===== src/rtl/core/glzw_pkg.sv =====
package glzw_pkg;

    localparam int ROOT_BITS    = 8;
    localparam int ROOT_COUNT   = 256;
    localparam int CODE_CLEAR   = 256;
    localparam int CODE_END     = 257;
    localparam int FIRST_FREE   = 257;
    localparam int INIT_WIDTH   = 9;
    localparam int SIZE_BYTE    = 8;
    localparam int BUF_W        = 20;
    localparam int BCNT_W       = 5;
    localparam int CW_W         = 4;
    localparam int FIELD_W      = 12;
    localparam int PIX_PER_GRP  = 64;
    localparam int GRP_W        = PIX_PER_GRP * ROOT_BITS;
    localparam int PCOUNT_W     = 7;
    localparam int TDATA_W      = 520;

    localparam logic [1:0] ST_PIXELS   = 2'd0;
    localparam logic [1:0] ST_END      = 2'd1;
    localparam logic [1:0] ST_INVALID  = 2'd2;
    localparam logic [1:0] ST_BAD_SIZE = 2'd3;

    typedef enum logic [1:0] {
        PH_SIZE,
        PH_LEN,
        PH_DATA,
        PH_IDLE
    } phase_t;

    typedef enum logic [2:0] {
        BK_IDLE,
        BK_LOOK,
        BK_LEN,
        BK_WALK,
        BK_FIN,
        BK_FILL,
        BK_EMIT,
        BK_STAT
    } back_state_t;

    // One command per input byte at most: either a status or a string to expand
    typedef struct packed {
        logic               is_status;
        logic [1:0]         status;
        logic [FIELD_W-1:0] walk_code;
        logic               kwk;
        logic               add;
        logic [FIELD_W-1:0] add_addr;
        logic [FIELD_W-1:0] add_prefix;
    } cmd_t;

endpackage


===== src/rtl/core/glzw_front.sv =====
module glzw_front #(
    parameter int DICT_DEPTH    = 4096,
    parameter int MAX_CODE_BITS = 12
) (
    input  logic              clk,
    input  logic              rstn,
    input  logic              in_valid,
    output logic              in_ready,
    input  logic [7:0]        in_byte,
    input  logic              in_start,
    input  logic              q_full,
    output logic              cmd_push,
    output glzw_pkg::cmd_t    cmd
);

    localparam int AW    = $clog2(DICT_DEPTH);
    localparam int NFC_W = AW + 1;
    localparam int CMP_W = 14;

    glzw_pkg::phase_t phase_reg, phase_next, cur_phase;
    logic [7:0]                   rem_reg, rem_next;
    logic                         stop_reg, stop_next;
    logic [glzw_pkg::BUF_W-1:0]   buf_reg, buf_next;
    logic [glzw_pkg::BCNT_W-1:0]  cnt_reg, cnt_next;
    logic [glzw_pkg::CW_W-1:0]    cw_reg, cw_next;
    logic [NFC_W-1:0]             nfc_reg, nfc_next;
    logic [MAX_CODE_BITS-1:0]     prev_reg, prev_next;
    logic                         fresh_reg, fresh_next;

    logic                         accept;
    logic [glzw_pkg::BUF_W-1:0]   merged, code_mask, code_full;
    logic [glzw_pkg::BCNT_W-1:0]  cnt_sum;
    logic                         have_code;
    logic [MAX_CODE_BITS-1:0]     code;
    logic [CMP_W-1:0]             code_c, nfc_c, nfc_after;
    logic                         is_clear, is_end, is_known, is_kwk, room, grow;

    assign in_ready  = !q_full;
    assign accept    = in_valid && !q_full;
    assign cur_phase = in_start ? glzw_pkg::PH_SIZE : phase_reg;

    assign merged    = buf_reg | (glzw_pkg::BUF_W'(in_byte) << cnt_reg);
    assign cnt_sum   = cnt_reg + glzw_pkg::BCNT_W'(8);
    assign have_code = cnt_sum >= glzw_pkg::BCNT_W'(cw_reg);
    assign code_mask = (glzw_pkg::BUF_W'(1) << cw_reg) - glzw_pkg::BUF_W'(1);
    assign code_full = merged & code_mask;
    assign code      = code_full[MAX_CODE_BITS-1:0];

    assign code_c    = CMP_W'(code);
    assign nfc_c     = CMP_W'(nfc_reg);
    assign room      = nfc_c < CMP_W'(DICT_DEPTH);
    assign is_clear  = code_c == CMP_W'(glzw_pkg::CODE_CLEAR);
    assign is_end    = code_c == CMP_W'(glzw_pkg::CODE_END);
    assign is_known  = code_c < nfc_c;
    assign is_kwk    = (code_c == nfc_c) && !fresh_reg && room;
    assign nfc_after = room ? nfc_c + CMP_W'(1) : nfc_c;
    assign grow      = (nfc_after >= (CMP_W'(1) << cw_reg))
                       && (cw_reg < glzw_pkg::CW_W'(MAX_CODE_BITS));

    always_comb begin
        phase_next = phase_reg;
        if (accept) begin
            unique case (cur_phase)
                glzw_pkg::PH_SIZE: phase_next = (in_byte == 8'(glzw_pkg::SIZE_BYTE)) ?
                                                glzw_pkg::PH_LEN : glzw_pkg::PH_IDLE;
                glzw_pkg::PH_LEN:  phase_next = (in_byte == 8'd0) ?
                                                glzw_pkg::PH_IDLE : glzw_pkg::PH_DATA;
                glzw_pkg::PH_DATA: phase_next = (rem_reg == 8'd1) ?
                                                glzw_pkg::PH_LEN : glzw_pkg::PH_DATA;
                glzw_pkg::PH_IDLE: phase_next = glzw_pkg::PH_IDLE;
                default:           phase_next = glzw_pkg::PH_IDLE;
            endcase
        end
    end

    always_comb begin
        rem_next   = rem_reg;
        stop_next  = stop_reg;
        buf_next   = buf_reg;
        cnt_next   = cnt_reg;
        cw_next    = cw_reg;
        nfc_next   = nfc_reg;
        prev_next  = prev_reg;
        fresh_next = fresh_reg;
        cmd_push   = 1'b0;
        cmd        = '0;
        if (accept) begin
            unique case (cur_phase)
                glzw_pkg::PH_SIZE: begin
                    buf_next   = '0;
                    cnt_next   = '0;
                    rem_next   = '0;
                    stop_next  = 1'b0;
                    nfc_next   = NFC_W'(glzw_pkg::FIRST_FREE);
                    cw_next    = glzw_pkg::CW_W'(glzw_pkg::INIT_WIDTH);
                    prev_next  = '0;
                    fresh_next = 1'b1;
                    if (in_byte != 8'(glzw_pkg::SIZE_BYTE)) begin
                        cmd_push      = 1'b1;
                        cmd.is_status = 1'b1;
                        cmd.status    = glzw_pkg::ST_BAD_SIZE;
                    end
                end
                glzw_pkg::PH_LEN: begin
                    if (in_byte == 8'd0) begin
                        if (!stop_reg) begin
                            stop_next     = 1'b1;
                            cmd_push      = 1'b1;
                            cmd.is_status = 1'b1;
                            cmd.status    = glzw_pkg::ST_END;
                        end
                    end else begin
                        rem_next = in_byte;
                    end
                end
                glzw_pkg::PH_DATA: begin
                    rem_next = rem_reg - 8'd1;
                    if (!stop_reg) begin
                        buf_next = merged;
                        cnt_next = cnt_sum;
                        if (have_code) begin
                            buf_next = merged >> cw_reg;
                            cnt_next = cnt_sum - glzw_pkg::BCNT_W'(cw_reg);
                            priority if (is_clear) begin
                                nfc_next   = NFC_W'(glzw_pkg::FIRST_FREE);
                                cw_next    = glzw_pkg::CW_W'(glzw_pkg::INIT_WIDTH);
                                prev_next  = '0;
                                fresh_next = 1'b1;
                            end else if (is_end) begin
                                stop_next     = 1'b1;
                                cmd_push      = 1'b1;
                                cmd.is_status = 1'b1;
                                cmd.status    = glzw_pkg::ST_END;
                            end else if (is_known || is_kwk) begin
                                cmd_push       = 1'b1;
                                cmd.walk_code  = is_kwk ? glzw_pkg::FIELD_W'(prev_reg)
                                                        : glzw_pkg::FIELD_W'(code);
                                cmd.kwk        = is_kwk;
                                cmd.add        = room && !fresh_reg;
                                cmd.add_addr   = glzw_pkg::FIELD_W'(nfc_reg[AW-1:0]);
                                cmd.add_prefix = glzw_pkg::FIELD_W'(prev_reg);
                                nfc_next       = NFC_W'(nfc_after);
                                fresh_next     = 1'b0;
                                prev_next      = code;
                                if (grow) begin
                                    cw_next = cw_reg + glzw_pkg::CW_W'(1);
                                end
                            end else begin
                                stop_next     = 1'b1;
                                cmd_push      = 1'b1;
                                cmd.is_status = 1'b1;
                                cmd.status    = glzw_pkg::ST_INVALID;
                            end
                        end
                    end
                end
                glzw_pkg::PH_IDLE: begin
                    cmd_push = 1'b0;
                end
                default: begin
                    cmd_push = 1'b0;
                end
            endcase
        end
    end

    always_ff @(posedge clk) begin
        if (!rstn) begin
            phase_reg <= glzw_pkg::PH_SIZE;
            rem_reg   <= '0;
            stop_reg  <= 1'b0;
            buf_reg   <= '0;
            cnt_reg   <= '0;
            cw_reg    <= glzw_pkg::CW_W'(glzw_pkg::INIT_WIDTH);
            nfc_reg   <= NFC_W'(glzw_pkg::FIRST_FREE);
            prev_reg  <= '0;
            fresh_reg <= 1'b1;
        end else begin
            phase_reg <= phase_next;
            rem_reg   <= rem_next;
            stop_reg  <= stop_next;
            buf_reg   <= buf_next;
            cnt_reg   <= cnt_next;
            cw_reg    <= cw_next;
            nfc_reg   <= nfc_next;
            prev_reg  <= prev_next;
            fresh_reg <= fresh_next;
        end
    end

endmodule


===== config.mk =====
export PLATFORM = sky130hd
export DESIGN_NAME = glzw_front
export DESIGN_NICKNAME = d
export VERILOG_FILES = /design/src/rtl/core/glzw_pkg.sv /design/src/rtl/core/glzw_front.sv
export SDC_FILE = /design/constraint.sdc
export NUM_CORES = 1
export LEC_CHECK = 0
export BUFFER_PORTS_ARGS = -buffer_cell sky130_fd_sc_hd__buf_4
export CAP_MARGIN = 5
export CORE_MARGIN = 8
export CORE_UTILIZATION = 45
export DETAILED_ROUTE_END_ITERATION = 10
export PLACE_DENSITY_LB_ADDON = 0.3
export SKIP_LAST_GASP = 1
export SLEW_MARGIN = 20
export SYNTH_ARGS = -nofsm -noshare
export SYNTH_HDL_FRONTEND = slang
export SYNTH_SLANG_ARGS = --single-unit

===== constraint.sdc =====
create_clock -name clk -period 9.2 [get_ports clk]
set_clock_uncertainty 0.05 [all_clocks]
set_input_delay 1.84 -clock clk [delete_from_list [all_inputs] [get_ports clk]]
set_output_delay 1.84 -clock clk [all_outputs]
set_load 0.1 [all_outputs]

After elaboration in Yosys (flattened, before gate mapping)

Index checks and enable logic that the tools add are counted.

Memories kept: 0
ROM bits: 0
Bits in registers: 66
Bits in latches: 0
Memory bits (writable): 0
Output and inout port bits: 43

Reduce and logical (&&, ||, !) cells: 17
Bitwise operators: 2
Equality and inequality tests: 16
Divide/modulo/power cells: 0
Multipliers: 0
Magnitude comparators: 5
$add $sub $neg: 6
Mux-type cells: 68
Shift-type cells: 4

Operators with widths:

| kind                  | count |
|---|---|
| $mux 41               | 4 |
| $mux 38               | 3 |
| $mux 12               | 6 |
| $mux 13               | 5 |
| $mux 20               | 2 |
| $pmux 20 s2           | 1 |
| $pmux 13 s2           | 1 |
| $eq 12x9->1 const B   | 2 |
| $mux 4                | 6 |
| $pmux 12 s2           | 1 |
| $pmux 8 s3            | 1 |
| $or 20x20->20         | 1 |
| $shl 8x5->20          | 1 |
| $shr 20x4->20         | 1 |
| $mux 1                | 19 |
| $mux 3                | 5 |
| $add 13x1->14 const B | 1 |
| $ge 14x14->1          | 1 |
| $mux 14               | 1 |
| $shl 1x4->14 const A  | 1 |
| $eq 12x13->1          | 1 |
| $lt 12x13->1          | 1 |
| $lt 13x13->1 const B  | 1 |
| $and 12x12->12        | 1 |
| 35 further kinds      | 51 |

Longest topological paths before layout

Depth after elaboration: 14
Depth in mapped cells: 20
Mapped depth without buffers: 17

Least setup slack after synthesis

Ideal clock, no wire load.

Path type: in2out
Start point: in in_byte[3]
End point: out cmd[24] (netlist bit)
Path slack: 0.724 ns
Required time: 7.310 ns
Data arrival time: 6.586 ns
Cell stages on the path: 14
Cells stage by stage: clkbuf_1 > mux2_4 > mux4_2 > a21o_1 > and2_1 > ha_1 > a21o_1 > a21o_1 > a21oi_1 > nand2_1 > o21ai_1 > nand3_1 > buf_2 > nor3_1

RTL lines:

| what            | RTL line         | source |
|---|---|---|
| start, declared | glzw_front.sv:9  | `input logic [7:0] in_byte,` |
| end, declared   | glzw_front.sv:13 | `output glzw_pkg::cmd_t cmd` |

==> metrics.cfg <==
[logic_synthesis]
yosysTopAreaCellShare_pct=19.44
yosys.area_share.adder_pct=7.842
yosysTopAreaCell=dfxtp_1
yosys.area_share.simple_pct=23.93
ys_seq_area_share_pct=19.44
synth_seq_cells=66
muxShareOfSynthArea_pct=13.07
yosys_warnings=0
synth_top_family_by_area=compound AO/OA/AOI/OAI gates
synth_edf_count=0
ys_types=86
synth-xor-area-share_pct=2.577
synth_ff_type=dfxtp_1
async_flop_share_pct=0
synth_compound_area_share_pct=26.58
netlist_instances=907
syn_area_per_cell_um2=7.493
synthTopCellsByArea=dfxtp_1 19%, ha_1 7.5%, nor2_1 6.4%, a21oi_1 5.7%, mux4_2 5.6%
syn_area_um2=6797
syn_nets=962

[cells_and_area]
diodes=0
largest_reg_flops=20
nFillCells=1491
drive_gt1_share_pct=13.81
final_cell_mix=116 x nor2_1, 90 x nand2_1, 77 x a21oi_1
fin_nets=984
layout_commonest_cell=nor2_1
area_delta_synth_final_pct=12.08
fin_cells=1122

[worst_setup_path]
cp_slowest_cell=dfxtp_1
startpoint=cw_reg[1]
r2r_start=cw_reg[1]
path_class=register to output port
crit_path_max_fanout=24
critPathRequiredTime_ns=7.31
path_cells=clkinv_1 > buf_4 > ha_1 > nand2_1 > ha_1 > or3b_2 > a21oi_1 > a21oi_1 > and2_1 > ha_1 > a21o_1 > a21oi_1 > or2_2 > a21boi_0 > o21ai_1 > mux2i_1 > a21oi_1 > nor2_1 > buf_4
arrival_ns=5.85
cp-start-kind=register
cpMostUsedCell=a21oi_1
endpoint_kind=output port
slowest_delay_ns=0.97

[drt]
drc=0
postRouteWirelength_um=21830
via_per_inst=6.354
wl_per_cell_um=19.45
drt_iter0_drc=712
postRouteAntennaNets=0
firstDrtPassIters=5
vias=7129

[clock_network]
cts_resized=0
cts_buffer_depth=2
clk_pin_slew_ns=0.06
cts_sinks=66
htreeDepth=3
ctsHoldBuffers=0
clk_latency_ns=0.35
cts_tree=done
cts_root_buf=clkbuf_16
post_cts_buffers=0
numCtsBuffers=9

[grt]
antenna_found_initial=0
grt_usage_pct=22.41
grt.overflow.total=0
grt_first_pass_wirelength_um=35580
first_global_vias=6802
grt_max_degree=39

[timing]
worst_slew_pin_slew_ns=1.008
hold_violations=0
holdWs_ns=0.4264
setup_viol=0
period_share_pct=84.08
fmax_mhz=129.3
fin_setup_tns_ns=0
rsz0062_at_grt=no
finalMaxSlewViolations=0
layout_min_cycle_time_ns=7.735
relSlewSlack_pct=31.92

[place]
place_congestion=0.9355
place_inst=1106
port_buffers=55
hpwlAfterDp_um=16000

[hold_path]
hp-class=register to register
holdCritStartpoint=prev_reg[11]

[power_and_ir_drop]
power.static_leakage_uw=0.002915
power_density_nw_per_um2=103.6
ir_drop_v=0.00007566

[run]
cap_violations=0

[die]
dieWidth_um=138.9
dieArea_um2=19290
rows=45
start_util_pct=45.38
coreArea_um2=14980
ios=56
dieHeight_um=138.9

[status]
status=complete, no violations

## stage by stage
| step | utilization (%) | area (um^2) | worst slack [ns] | total power, uW |
|---|---|---|---|---|
| 6_report | 50.86 | 7617 | 1.465 | 789.4 |
| 3_3_place_gp | 48.72 | 7297 | 1.716 | 414.0 |
| 2_1_floorplan | - | 6797 | 0.7238 | 379.7 |
| 4_1_cts | 50.86 | 7617 | 1.559 | 791.0 |
| 3_5_place_dp | 48.78 | 7306 | 1.757 | 414.5 |
| 5_1_grt | 50.86 | 7617 | 1.058 | 814.1 |
## worst max-delay path, delay by kind of cell, from the launching register on
| family | cells | cell delay, ns |
|---|---|---|
| flops | 1 | 0.97 |
| mux | 1 | 0.50 |
| compound gates | 7 | 1.05 |
| simple gates | 5 | 1.27 |
| fa+ha+maj | 3 | 0.98 |
| buf+inv | 3 | 0.74 |
## Yosys cell counts, drive strengths merged, types with 13 or more instances
library cell,number
xnor2,17
nor2b,13
a21o,16
buf,23
dfxtp,66
nand2,90
ha,41
o21ai,51
inv,47
nand3,26
mux2,14
clkbuf,34
nor2,116
mux2i,28
a21oi,77
nor3,20
mux4,19
## power breakdown
part	leakage (uW)	internal, uW	switching, uW
clock network	0.000153	237	142
logic	0.00223	39.8	77.2
registers	0.000533	290	3.95
total	0.00291	567	223
## cells by family (layout without fill, tap and decap cells)
group,Yosys count,after routing
compound gates,268,268
xor+xnor,20,20
fa+ha+maj,42,42
buf+inv,108,135
flops,66,66
mux,61,61
other cells,1,1
simple gates,341,341
## worst paths after layout
check,end,slack (ns),depth (start not counted)
setup / recovery,cmd[40],1.46,19
hold / removal,prev_reg[11],0.43,2
hold reg to reg,prev_reg[11],0.43,2
setup reg to reg,nfc_reg[9],3.67,19
## per-layer routing
| metal | wire (um) | up-vias | global-route usage [%] | part of all wire, % |
|---|---|---|---|---|
| li1 | - | 3372 | - | - |
| met1 | 9539 | 3343 | 29.54 | 44 |
| met2 | 9633 | 353 | 34.65 | 44 |
| met3 | 1803 | 61 | 4.165 | 8.3 |
| met4 | 851 | 0 | 10.63 | 3.9 |
| met5 | 0 | - | 0 | 0 |
## layout make-up
class                           count  area, um^2  share of cell area, %
Sequential cell                    66        1321                  17.35
Clock buffer                       11       232.7                  3.055
Tap cell                          188       235.2                  3.088
Multi-Input combinational cell    733        5047                  66.26
Inverter                           51       191.4                  2.513
Clock inverter                      5       78.83                  1.035
Timing Repair Buffer               68       510.5                  6.702
Power figures use the tool's default switching activity.
