## config.mk

```make
export PLATFORM = sky130hd
export DESIGN_NAME = glzw_cmdq
export DESIGN_NICKNAME = d
export VERILOG_FILES = /design/src/rtl/core/glzw_pkg.sv /design/src/rtl/core/glzw_cmdq.sv
export SDC_FILE = /design/constraint.sdc
export NUM_CORES = 1
export LEC_CHECK = 0
export ABC_AREA = 1
export BUFFER_PORTS_ARGS = -buffer_cell sky130_fd_sc_hd__buf_2
export CAP_MARGIN = 20
export CORE_ASPECT_RATIO = 0.5
export CORE_MARGIN = 4
export CORE_UTILIZATION = 40
export DETAILED_ROUTE_END_ITERATION = 16
export PLACE_DENSITY = 0.65
export SLEW_MARGIN = 20
export SYNTH_ARGS = -nofsm -noshare
export SYNTH_HDL_FRONTEND = slang
export SYNTH_SLANG_ARGS = --single-unit
```

## constraint.sdc

```tcl
create_clock -name clk -period 9.1 [get_ports clk]
set_clock_uncertainty 0.05 [all_clocks]
set_input_delay 2.275 -clock clk [delete_from_list [all_inputs] [get_ports clk]]
set_output_delay 2.275 -clock clk [all_outputs]
set_load 0.05 [all_outputs]
```

## src/rtl/core/glzw_pkg.sv

```systemverilog
package glzw_pkg;

    localparam int ROOT_BITS    = 8;
    localparam int ROOT_COUNT   = 256;
    localparam int CODE_CLEAR   = 256;
    localparam int CODE_END     = 257;
    localparam int FIRST_FREE   = 257;
    localparam int INIT_WIDTH   = 9;
    localparam int SIZE_BYTE    = 8;
    localparam int BUF_W        = 20;
    localparam int BCNT_W       = 5;
    localparam int CW_W         = 4;
    localparam int FIELD_W      = 12;
    localparam int PIX_PER_GRP  = 64;
    localparam int GRP_W        = PIX_PER_GRP * ROOT_BITS;
    localparam int PCOUNT_W     = 7;
    localparam int TDATA_W      = 520;

    localparam logic [1:0] ST_PIXELS   = 2'd0;
    localparam logic [1:0] ST_END      = 2'd1;
    localparam logic [1:0] ST_INVALID  = 2'd2;
    localparam logic [1:0] ST_BAD_SIZE = 2'd3;

    typedef enum logic [1:0] {
        PH_SIZE,
        PH_LEN,
        PH_DATA,
        PH_IDLE
    } phase_t;

    typedef enum logic [2:0] {
        BK_IDLE,
        BK_LOOK,
        BK_LEN,
        BK_WALK,
        BK_FIN,
        BK_FILL,
        BK_EMIT,
        BK_STAT
    } back_state_t;

    // One command per input byte at most: either a status or a string to expand
    typedef struct packed {
        logic               is_status;
        logic [1:0]         status;
        logic [FIELD_W-1:0] walk_code;
        logic               kwk;
        logic               add;
        logic [FIELD_W-1:0] add_addr;
        logic [FIELD_W-1:0] add_prefix;
    } cmd_t;

endpackage

```

## src/rtl/core/glzw_cmdq.sv

```systemverilog
module glzw_cmdq (
    input  logic              clk,
    input  logic              rstn,
    input  logic              push,
    input  glzw_pkg::cmd_t    push_data,
    input  logic              pop,
    output glzw_pkg::cmd_t    head,
    output logic              full,
    output logic              empty
);

    glzw_pkg::cmd_t slot_reg [2];
    logic       wr_reg, wr_next;
    logic       rd_reg, rd_next;
    logic [1:0] cnt_reg, cnt_next;

    assign full  = cnt_reg == 2'd2;
    assign empty = cnt_reg == 2'd0;
    assign head  = slot_reg[rd_reg];

    always_comb begin
        wr_next  = push ? !wr_reg : wr_reg;
        rd_next  = pop ? !rd_reg : rd_reg;
        cnt_next = cnt_reg + 2'(push) - 2'(pop);
    end

    always_ff @(posedge clk) begin
        if (push) begin
            slot_reg[wr_reg] <= push_data;
        end
    end

    always_ff @(posedge clk) begin
        if (!rstn) begin
            wr_reg  <= 1'b0;
            rd_reg  <= 1'b0;
            cnt_reg <= 2'd0;
        end else begin
            wr_reg  <= wr_next;
            rd_reg  <= rd_next;
            cnt_reg <= cnt_next;
        end
    end

endmodule

```

### Word-level counts from Yosys, hierarchy flattened

Memories as Yosys holds them, arrays and structs flattened. A register that Yosys moved wholly into a read port is not among the register bits.
Index checks and enable logic that the tools add are counted.

| cells by class | value |
|---|---|
| $add $sub $neg | 2 |
| $mul | 0 |
| div/mod/pow operators | 0 |
| order comparisons | 0 |
| eq/ne operators | 1 |
| shift operators | 0 |
| mux-type cells | 4 |
| bitwise logic cells | 0 |
| reductions and logical operators | 3 |

Operators with widths:

| operator | count |
|---|---|
| 2-to-1 mux 1 bit | 4 |
| adder 2 x 1 -> 2 bit | 1 |
| == test 2 bit (second input constant) | 1 |
| zero test 1 bit | 2 |
| zero test 2 bit | 1 |
| subtractor 2 x 1 -> 2 bit | 1 |

| storage, ports and cells | value |
|---|---|
| flip-flop bits (word level) | 4 |
| bits in latches | 0 |
| bits in writable memories | 82 |
| bits in read-only memories | 0 |
| input bits | 45 |
| output and inout port bits | 43 |
| memories | 1 |

Memory list:

| name | depth | bits a word | rd ports | clocked after memory_dff | write ports | RTL line | RTL |
|---|---|---|---|---|---|---|---|
| slot_reg | 2 | 41 | 1 | 1 | 1 | glzw_cmdq.sv:12 | `glzw_pkg::cmd_t slot_reg [2];` |

### Depth between registers and ports, before layout

Gate-level depths: netlist of run 1.

| depth | value |
|---|---|
| depth in word-level cells | 3 |
| mapped depth | 7 |

### Least setup slack after synthesis of run 1

Ideal clock, no wire load.

| timing path | value |
|---|---|
| path kind | input to register |
| start point | input port push |
| end point | memory slot_reg[0][0] (netlist bit), enable pin |
| library setup time | 0.440 ns |
| data arrival time | 4.040 ns |
| required time | 8.610 ns |
| path slack | 4.570 ns |
| cell stages on the path | 2 |
| path buffers | 0 |
| cell sequence | inv_1 > nor2_1 |

| between the ends | value |
|---|---|
| word-level cells in the longest chain between the ends | 2 |

RTL lines:

| what | RTL line | RTL |
|---|---|---|
| start: declaration | glzw_cmdq.sv:4 | `input logic push,` |
| 2-to-1 mux 1 bit | glzw_cmdq.sv:28 | `if (push) begin` |
| 2-to-1 mux 1 bit (not written as such) | glzw_cmdq.sv:29 | `slot_reg[wr_reg] <= push_data;` |
| end: declaration | glzw_cmdq.sv:12 |  |

No other way between the ends.

==> impl_metrics.ini, run 1 <==
[status]
outcome = complete, no violations

[clocking]
post_cts_hold_buffer_count = 0
clock_tree.root_cell = clkbuf_16
cts_setup_buffers = 0
tritoncts.num_buffers = 9
tritoncts = built
cts_resizes = 0
sinks_on_clock_net = 87
htreeDepth = 3
clk_transition_reported_paths_ns = 0.05
cts.path.max_buffers = 2
clk_lat_worst_skew_ns = 0.33

[floorplanning]
die_h_um = 73.11
rows = 23
pin_count = 88
core_area_um2 = 8115
initial_utilization_pct = 41.78
die_area_um2 = 10100
chipWidth_um = 138.2

[drt]
antenna_violating_nets_post_route = 0
via_per_inst = 4.484
drt-total-wl_mm = 5.624
initial_detailed_routing_violation_count = 89
post-route-drc-count = 0
detailroute.via_count = 1677
drt-wirelength-per-cell_um = 15.04
detailedRoute.firstPassIterationCount = 4

[finish]
antenna-diode-count = 0
areaGrowthSynthToFinish_pct = 24.76
fillCellCount = 680
fraction_of_final_layout_cells_with_drive_strength_greater_than_1_pct = 54.96
layout.nets = 304
largest_register_ff_count = 82

[grt]
grt_pass1_vias = 1794
largest_net_degree_at_the_start_of_global_routing = 42
initial_antenna_violation_count = 0
grt_remaining_overflow = 0
track_usage_pct = 11.67
grt_first_pass_wirelength_mm = 8.659

[timing]
grt_setup_unrepaired = no
hold_slack_ns = 0.4546
slew_violations = 0
final_period_minus_worst_setup_slack_ns = 4.458
timing_worst_slew_pin_value_ns = 0.6393
final_hold_viol_count = 0
final.setup.tns_ns = 0
slew_headroom_pct = 57.28
report.final.setup_viol = 0
timing.fmax_mhz = 224.3
finalCritPeriodShare_pct = 48.99

[pwr]
netSwitchingPower_w = 0.0002438
power.switching_fraction_pct = 24.55
total_leakage_power_nw = 1.719
internal_power_w = 0.0007495
seq_power_share_pct = 47.6
vdd_ir_drop_max_mv = 0.09107
comb_power_share_pct = 15.1
power.density_cell_area_nw_per_um2 = 234.8
pwr-share-clk_pct = 37.4

[synthesis]
postSynthRegisterBits = 87
synth_top_area_cell = edfxtp_1
yosys-top-cells-area = edfxtp_1 73%, mux2_4 18%, dfxtp_1 3.0%
synthCells = 161
yosys_warnings = 0
seq_area_frac_synth_pct = 75.57
syn-mean-instance-area_um2 = 21.06
synth_top_area_share_pct = 72.62
mappedNetlistArea_um2 = 3391
synth_fp_nets = 208
number_of_distinct_library_cells_after_synthesis = 12

[worst_hold_path]
min_path_cells = 2
holdCritPathClass = reg2reg

[critical_path]
critPathTopFamily = buffers and inverters
wp_buf_inv = 2
critPathRequiredTime_ns = 6.78
worstPathMaxFanout = 23
cpPeakStageDelay_ns = 0.71
cp_cell_sequence = buf_4 -> mux2_4 -> buf_2
cp.arrival_ns = 2.13
worstSetupPathType = reg2out
endpoint_kind = output pin
r2r.worst_path.cells = 2
critical_path_depth = 3
worst_path_max_delay_cell = dfxtp_2
worstSetupStartpointType = flop

[job]
max-cap-violations = 0

[placed_design]
count_of_buffers_inserted_at_the_top_level_ports = 87
gpl.final_weighted_congestion = 0.6550
dp_hpwl_mm = 3.908
[final cells by class]
class | count | area [um2] | share of cell area, %
clock buffer | 10 | 229.0 | 5.413
timing repair buffer | 90 | 478.0 | 11.30
multi-input combinational | 62 | 718.2 | 16.98
tap | 112 | 140.1 | 3.313
clock inverter | 6 | 75.07 | 1.775
inverter | 7 | 26.28 | 0.6211
sequential | 87 | 2564 | 60.60
[worst paths after layout]
check	start	to	slack, ns
worst max-delay path	flop	head[22]	4.64
worst min-delay path	rd_reg	rd_reg	0.45
worst max register to register	wr_reg	slot_reg[0][37]	7.63
worst min register to register	rd_reg	rd_reg	0.45
[power groups by stage]
stage               Combinational (W)  Sequential, W  Clock, W
finish                       0.000150       0.000472  0.000371
global route                 0.000158       0.000475  0.000397
CTS                          0.000152       0.000473  0.000382
detailed placement           0.000152       0.000481         0
global placement             0.000147       0.000480         0
floorplan                    0.000123       0.000476         0
[worst register-to-register path, stage by stage (launching register included)]
cell	delay (ns)
dfxtp_1	0.34
nor2_4	0.53
buf_16	0.25
[synth_stat cells (all sizes together)]
cell type,number
a21oi,1
buf,5
dfxtp,5
edfxtp,82
ha,2
inv,7
mux2,41
nand2,8
nand3,1
nor2,9
[metrics by stage]
stage | power, W | instance area (um2) | utilization [%] | setup WS (ns) | cells
finish | 0.0009933 | 4230 | 52.13 | 4.642 | 374
global route | 0.001030 | 4230 | 52.13 | 4.516 | 374
CTS | 0.001007 | 4230 | 52.13 | 4.586 | 374
detailed placement | 0.0006333 | 3926 | 48.38 | 4.959 | 358
global placement | 0.0006265 | 3899 | 48.04 | 4.975 | 357
floorplan | 0.0005995 | 3391 | - | 4.570 | 161
[cell families after synthesis]
group,count (synthesis),synth area share (%)
simple gates,18,2.029
compound gates,1,0.1475
buf+inv,12,3.469
mux,41,18.04
fa+ha+maj,2,0.7379
flops,87,75.57
[cell usage in the layout, fill, tap and decap left out, types with 2 or more instances in the layout]
master	instances
clkbuf_16	9
buf_4	2
nand2_1	8
buf_2	87
bufinv_16	2
nor2_1	8
inv_1	6
dfxtp_1	4
mux2_4	40
edfxtp_1	82
clkinv_1	5
ha_1	2
[metal layers]
layer  global-route usage, %  wire length, um  vias up
met3                   5.890              344        7
met2                   21.71             3135       38
met1                   10.92             2044      829
met4                   5.586               99        0
li1                        -                -      803
met5                       0                0        -
Power figures use the tool's default switching activity.
==> run 2, diff against run 1 <==
==> constraint.sdc (replaced) <==
create_clock -name clk -period 4.18 [get_ports clk]
set_clock_uncertainty 0.05 [all_clocks]
set_input_delay 1.045 -clock clk [delete_from_list [all_inputs] [get_ports clk]]
set_output_delay 1.045 -clock clk [all_outputs]
set_load 0.05 [all_outputs]
==> run 2 against run 1 <==
Sequential share of layout area grew 0.56 points. Non-clock buffer count is the same. Critical path depth is the same. Combinational power grew 120%. Wire length grew 0.85%. Via count shrank 1.3%. Global-route usage shrank 0.15 points. First-iteration DRC count shrank 6.7%. Register-to-register slack lost 5.3 ns.
==> impl_metrics.ini, run 2 (synthesized netlist as in run 1, its figures left out) <==
[timing]
report.final.setup_viol = 0
final_hold_viol_count = 0
final.setup.tns_ns = 0
slew_violations = 0
timing_worst_slew_pin_value_ns = 0.6987
final_period_minus_worst_setup_slack_ns = 3.027
finalCritPeriodShare_pct = 72.40
slew_headroom_pct = 53.13
timing.fmax_mhz = 330.4
grt_setup_unrepaired = no
hold_slack_ns = 0.4579

[floorplanning]
die_h_um = 73.11
chipWidth_um = 138.2
rows = 23
core_area_um2 = 8115
die_area_um2 = 10100
initial_utilization_pct = 41.78
pin_count = 88

[critical_path]
wp_buf_inv = 2
worstSetupPathType = reg2out
endpoint_kind = output pin
cp.arrival_ns = 1.93
worstSetupStartpointType = flop
cp_cell_sequence = buf_12 -> mux2_4 -> buf_2
critPathRequiredTime_ns = 3.08
worstPathMaxFanout = 23
worst_path_max_delay_cell = dfxtp_2
cpPeakStageDelay_ns = 0.75
critPathTopFamily = flip-flops

[clocking]
cts_setup_buffers = 0
post_cts_hold_buffer_count = 0
tritoncts = built
clk_lat_worst_skew_ns = 0.32
htreeDepth = 3
clk_transition_reported_paths_ns = 0.06
clock_tree.root_cell = clkbuf_16
cts.path.max_buffers = 2
tritoncts.num_buffers = 9
sinks_on_clock_net = 87
cts_resizes = 0

[placed_design]
dp_hpwl_mm = 4.043
gpl.final_weighted_congestion = 0.6654
count_of_buffers_inserted_at_the_top_level_ports = 87
placement.cell_area_um2 = 3919

[drt]
detailedRoute.firstPassIterationCount = 4
antenna_violating_nets_post_route = 0
detailroute.via_count = 1656
drt-total-wl_mm = 5.672
via_per_inst = 4.428
initial_detailed_routing_violation_count = 83
drt-wirelength-per-cell_um = 15.17
post-route-drc-count = 0

[grt]
initial_antenna_violation_count = 0
grt_first_pass_wirelength_mm = 8.749
grt_remaining_overflow = 0
largest_net_degree_at_the_start_of_global_routing = 24
track_usage_pct = 11.52
grt_pass1_vias = 1776

[finish]
total_area_of_multi_input_combinational_cells_um2 = 718.2
final_core_area_utilization_pct = 51.65
antenna-diode-count = 0
layout_common_cells = 87 x buf_2, 82 x edfxtp_1, 40 x mux2_4
largest_register_ff_count = 82
layout.nets = 304
areaGrowthSynthToFinish_pct = 23.62
sequential_cell_area_um2 = 2564
final_area_um2 = 4192
fillCellCount = 701
fraction_of_final_layout_cells_with_drive_strength_greater_than_1_pct = 55.34
layout.cells.most_common = buf_2

[pwr]
vdd_ir_drop_max_mv = 0.2011
total_leakage_power_nw = 1.703
power.density_cell_area_nw_per_um2 = 494.0
post-layout-total-power_w = 0.002070

[worst_hold_path]
holdCritPathClass = reg2reg

[status]
outcome = complete, no violations

[job]
max-cap-violations = 0
run 2: cell types whose count changed in the layout (fill, tap and decap cells not counted), sizes merged:
cell,before,now
clkbuf,10,15
clkinv,5,2
bufinv,2,0
run 2: final timing paths:
| check | end | startpoint | slack, ns | cells after the start |
|---|---|---|---|---|
| min | rd_reg | rd_reg | 0.46 | 2 |
| min reg2reg | rd_reg | rd_reg | 0.46 | 2 |
| max | head[25] | flop | 1.15 | 3 |
| max reg2reg | slot_reg[1][28] | wr_reg | 2.36 | 3 |
run 2: per-stage QoR:
step	std cells	setup WS, ns
finish	374	1.153
global route	374	1.068
CTS	374	1.127
detailed placement	358	1.487
global placement	358	1.493
floorplan	161	0.8801
run 2: routing by layer:
metal | track usage, % | part of all wire (%)
met5 | 0 | 0
met4 | 4.162 | 1.7
met3 | 5.497 | 5.3
met2 | 21.22 | 56
met1 | 11.69 | 37
run 2: worst register-to-register path: stages (launching register included):
cell	delay, ns
dfxtp_1	0.34
nand2_1	0.09
clkinv_1	0.56
buf_4	0.50
run 2: where the power goes:
part,internal (W),switching (W),leakage (nW)
Clock,0.000434,0.000282,0.134
Sequential,0.00101,0.0000209,0.812
Combinational,0.000108,0.000217,0.757
Total,0.00155,0.000520,1.70
run 2: cell type report:
type                    count  area share, %
flip-flops and latches     87          61.16
multi-input cells          62          17.13
repair buffers             90          11.22
clock buffers              15          6.388
well taps                 112          3.343
inverters                   7         0.6269
clock inverters             1         0.1194
==> run 3, diff against run 2 <==
--- a/config.mk
+++ b/config.mk
@@ -5,14 +5,14 @@
 export SDC_FILE = /design/constraint.sdc
 export NUM_CORES = 1
 export LEC_CHECK = 0
-export ABC_AREA = 1
+export ABC_AREA = 0
 export BUFFER_PORTS_ARGS = -buffer_cell sky130_fd_sc_hd__buf_2
 export CAP_MARGIN = 20
 export CORE_ASPECT_RATIO = 0.5
 export CORE_MARGIN = 4
 export CORE_UTILIZATION = 40
 export DETAILED_ROUTE_END_ITERATION = 16
-export PLACE_DENSITY = 0.65
+export PLACE_DENSITY = 0.68
 export SLEW_MARGIN = 20
 export SYNTH_ARGS = -nofsm -noshare
 export SYNTH_HDL_FRONTEND = slang
==> constraint.sdc (replaced) <==
create_clock -name clk -period 2.5 [get_ports clk]
set_clock_uncertainty 0.05 [all_clocks]
set_input_delay 0.625 -clock clk [delete_from_list [all_inputs] [get_ports clk]]
set_output_delay 0.625 -clock clk [all_outputs]
set_load 0.05 [all_outputs]
==> run 3 against run 2 <==
Worst setup slack got worse by 0.87 ns. Clock power grew 87%. Non-clock buffer count did not move. Largest cell class unchanged.
==> impl_metrics.ini, run 3 <==
[finish]
layout.nets = 292
largest_register_ff_count = 82
layout.cells.most_common = buf_2
areaGrowthSynthToFinish_pct = 25.35
fraction_of_final_layout_cells_with_drive_strength_greater_than_1_pct = 58.40
fillCellCount = 689
antenna-diode-count = 0
layout_common_cells = 87 x buf_2, 82 x edfxtp_1, 40 x mux2_4

[placed_design]
gpl.final_weighted_congestion = 0.6665
dp_hpwl_mm = 3.707
worst_setup_slack_post_dpl_ns = 0.6200
count_of_buffers_inserted_at_the_top_level_ports = 87

[grt]
initial_antenna_violation_count = 0
grt_first_pass_wirelength_mm = 8.549
grt_remaining_overflow = 0
grt_pass1_vias = 1733
largest_net_degree_at_the_start_of_global_routing = 42
track_usage_pct = 11.30

[synthesis]
synth_ff_type = edfxtp_1
yosys-top-cells-area = edfxtp_1 73%, mux2_4 18%, dfxtp_1 3.0%
syn-mean-instance-area_um2 = 22.76
synth_top_area_cell = edfxtp_1
yosysMostFrequentCell = edfxtp_1
synthCells = 149
synth_fp_nets = 196
number_of_distinct_library_cells_after_synthesis = 14
seq_area_frac_synth_pct = 75.57
yosys_warnings = 0
synth_commonest_cells = 82 x edfxtp_1, 40 x mux2_4, 5 x dfxtp_1
postSynth.asyncResetShare_pct = 0
mappedNetlistArea_um2 = 3391
synth_top_area_share_pct = 72.62
postSynthRegisterBits = 87
synth-edff-count = 82

[timing]
final_hold_viol_count = 0
report.final.setup_viol = 0
slew_headroom_pct = 78.99
grt_setup_unrepaired = no
final_period_minus_worst_setup_slack_ns = 2.220
timing_worst_slew_pin_value_ns = 0.3151
finalCritPeriodShare_pct = 88.82
timing.fmax_mhz = 450.4
final.setup.tns_ns = 0
slew_violations = 0
final_critical_path_setup_slack_ns = 0.2796

[critical_path]
cp_cell_sequence = buf_12 -> mux2_2 -> buf_2
worst-r2r-setup-slack_ns = 1.03
worstSetupPathType = reg2out
worstSetupStartpointType = flop
cp.arrival_ns = 1.55
cpPeakStageDelay_ns = 0.37
critPathRequiredTime_ns = 1.82
endpoint_kind = output pin
worst_path_max_delay_cell = mux2_2
worstPathMaxFanout = 41

[drt]
initial_detailed_routing_violation_count = 73
via_per_inst = 4.392
detailedRoute.firstPassIterationCount = 4
post-route-drc-count = 0
detailroute.via_count = 1590
drt-total-wl_mm = 5.457
antenna_violating_nets_post_route = 0
drt-wirelength-per-cell_um = 15.07

[status]
outcome = complete, no violations

[floorplanning]
core_area_um2 = 8115
die_area_um2 = 10100
initial_utilization_pct = 41.78
pin_count = 88
die_h_um = 73.11
rows = 23
chipWidth_um = 138.2

[worst_hold_path]
holdCritPathClass = in2reg

[pwr]
post-layout-total-power_w = 0.003697
power.density_cell_area_nw_per_um2 = 869.7
total_leakage_power_nw = 1.705
vdd_ir_drop_max_mv = 0.4891

[clocking]
tritoncts.num_buffers = 9
sinks_on_clock_net = 87
clk_transition_reported_paths_ns = 0.05
htreeDepth = 3
cts_setup_buffers = 0
tritoncts = built
post_cts_hold_buffer_count = 0
clk_lat_worst_skew_ns = 0.32
clock_tree.root_cell = clkbuf_16
cts_resizes = 0
cts.path.max_buffers = 2

[job]
max-cap-violations = 0
[run 3: cell count changes after synthesis]
cell     change
nand2_1      -8
xnor3_1      +1
xor2_1       +1
inv_1        -5
nor2_1       -8
nor2b_1      +4
and2_1       +4
a21oi_1      -1
nand3_1      -1
o21a_1       +1
[run 3: final cells by class]
| type | count | area (um2) | area share, % |
|---|---|---|---|
| multi-input cells | 55 | 738.2 | 17.37 |
| clock buffers | 11 | 232.7 | 5.475 |
| clock inverters | 5 | 72.57 | 1.707 |
| inverters | 2 | 7.507 | 0.1766 |
| well taps | 112 | 140.1 | 3.297 |
| repair buffers | 90 | 495.5 | 11.66 |
| flip-flops and latches | 87 | 2564 | 60.32 |
[run 3: per-stage QoR]
step	hold WS, ns	instance area, um2	util, %	cells
3_3_place_gp	0.5188	3945	48.61	346
4_1_cts	0.4234	4250	52.37	362
2_1_floorplan	0.5046	3393	-	149
6_report	0.4369	4250	52.37	362
3_5_place_dp	0.5167	3945	48.61	346
5_1_grt	0.4157	4250	52.37	362
[run 3: final timing paths]
check / end / from / cells after the start
max: head[40] / flop / 3
min: slot_reg[0][9] / push_data[9] / 1
min reg2reg: flop / rd_reg / 2
max reg2reg: cnt_reg[1] / cnt_reg[0] / 6
[run 3: kinds of logic (layout without fill, tap and decap cells)]
logic type | count (synthesis) | in the layout | share of synthesized area [%]
and+or+nand+nor | 9 | 9 | 1.586
xor gates and xnor gates | 2 | 2 | 0.9225
buffers and inverters | 7 | 108 | 2.915
AOI/OAI and AO/OA | 1 | 1 | 0.2215
adders and majority gates | 2 | 2 | 0.7379
muxes | 41 | 41 | 18.04
DFF | 87 | 87 | 75.57
[run 3: worst max-delay path: cells and delay by family (launching register included)]
family | cells | cell delay (ns)
multiplexers | 1 | 0.37
buffers and inverters | 2 | 0.50
flip-flops | 1 | 0.33
[run 3: power breakdown]
| part | internal [W] | total [W] | switching, W |
|---|---|---|---|
| combinational | 0.000225 | 0.000644 | 0.000419 |
| clock | 0.000866 | 0.00134 | 0.000476 |
| sequential | 0.00168 | 0.00171 | 0.0000267 |
[run 3: layer usage]
metal / track usage, % / routed length, um / up-vias
met2: 21.76 / 3083 / 29
met3: 4.254 / 229 / 10
met1: 10.98 / 2043 / 781
met5: 0 / 0 / -
li1: - / - / 770
met4: 5.257 / 100 / 0
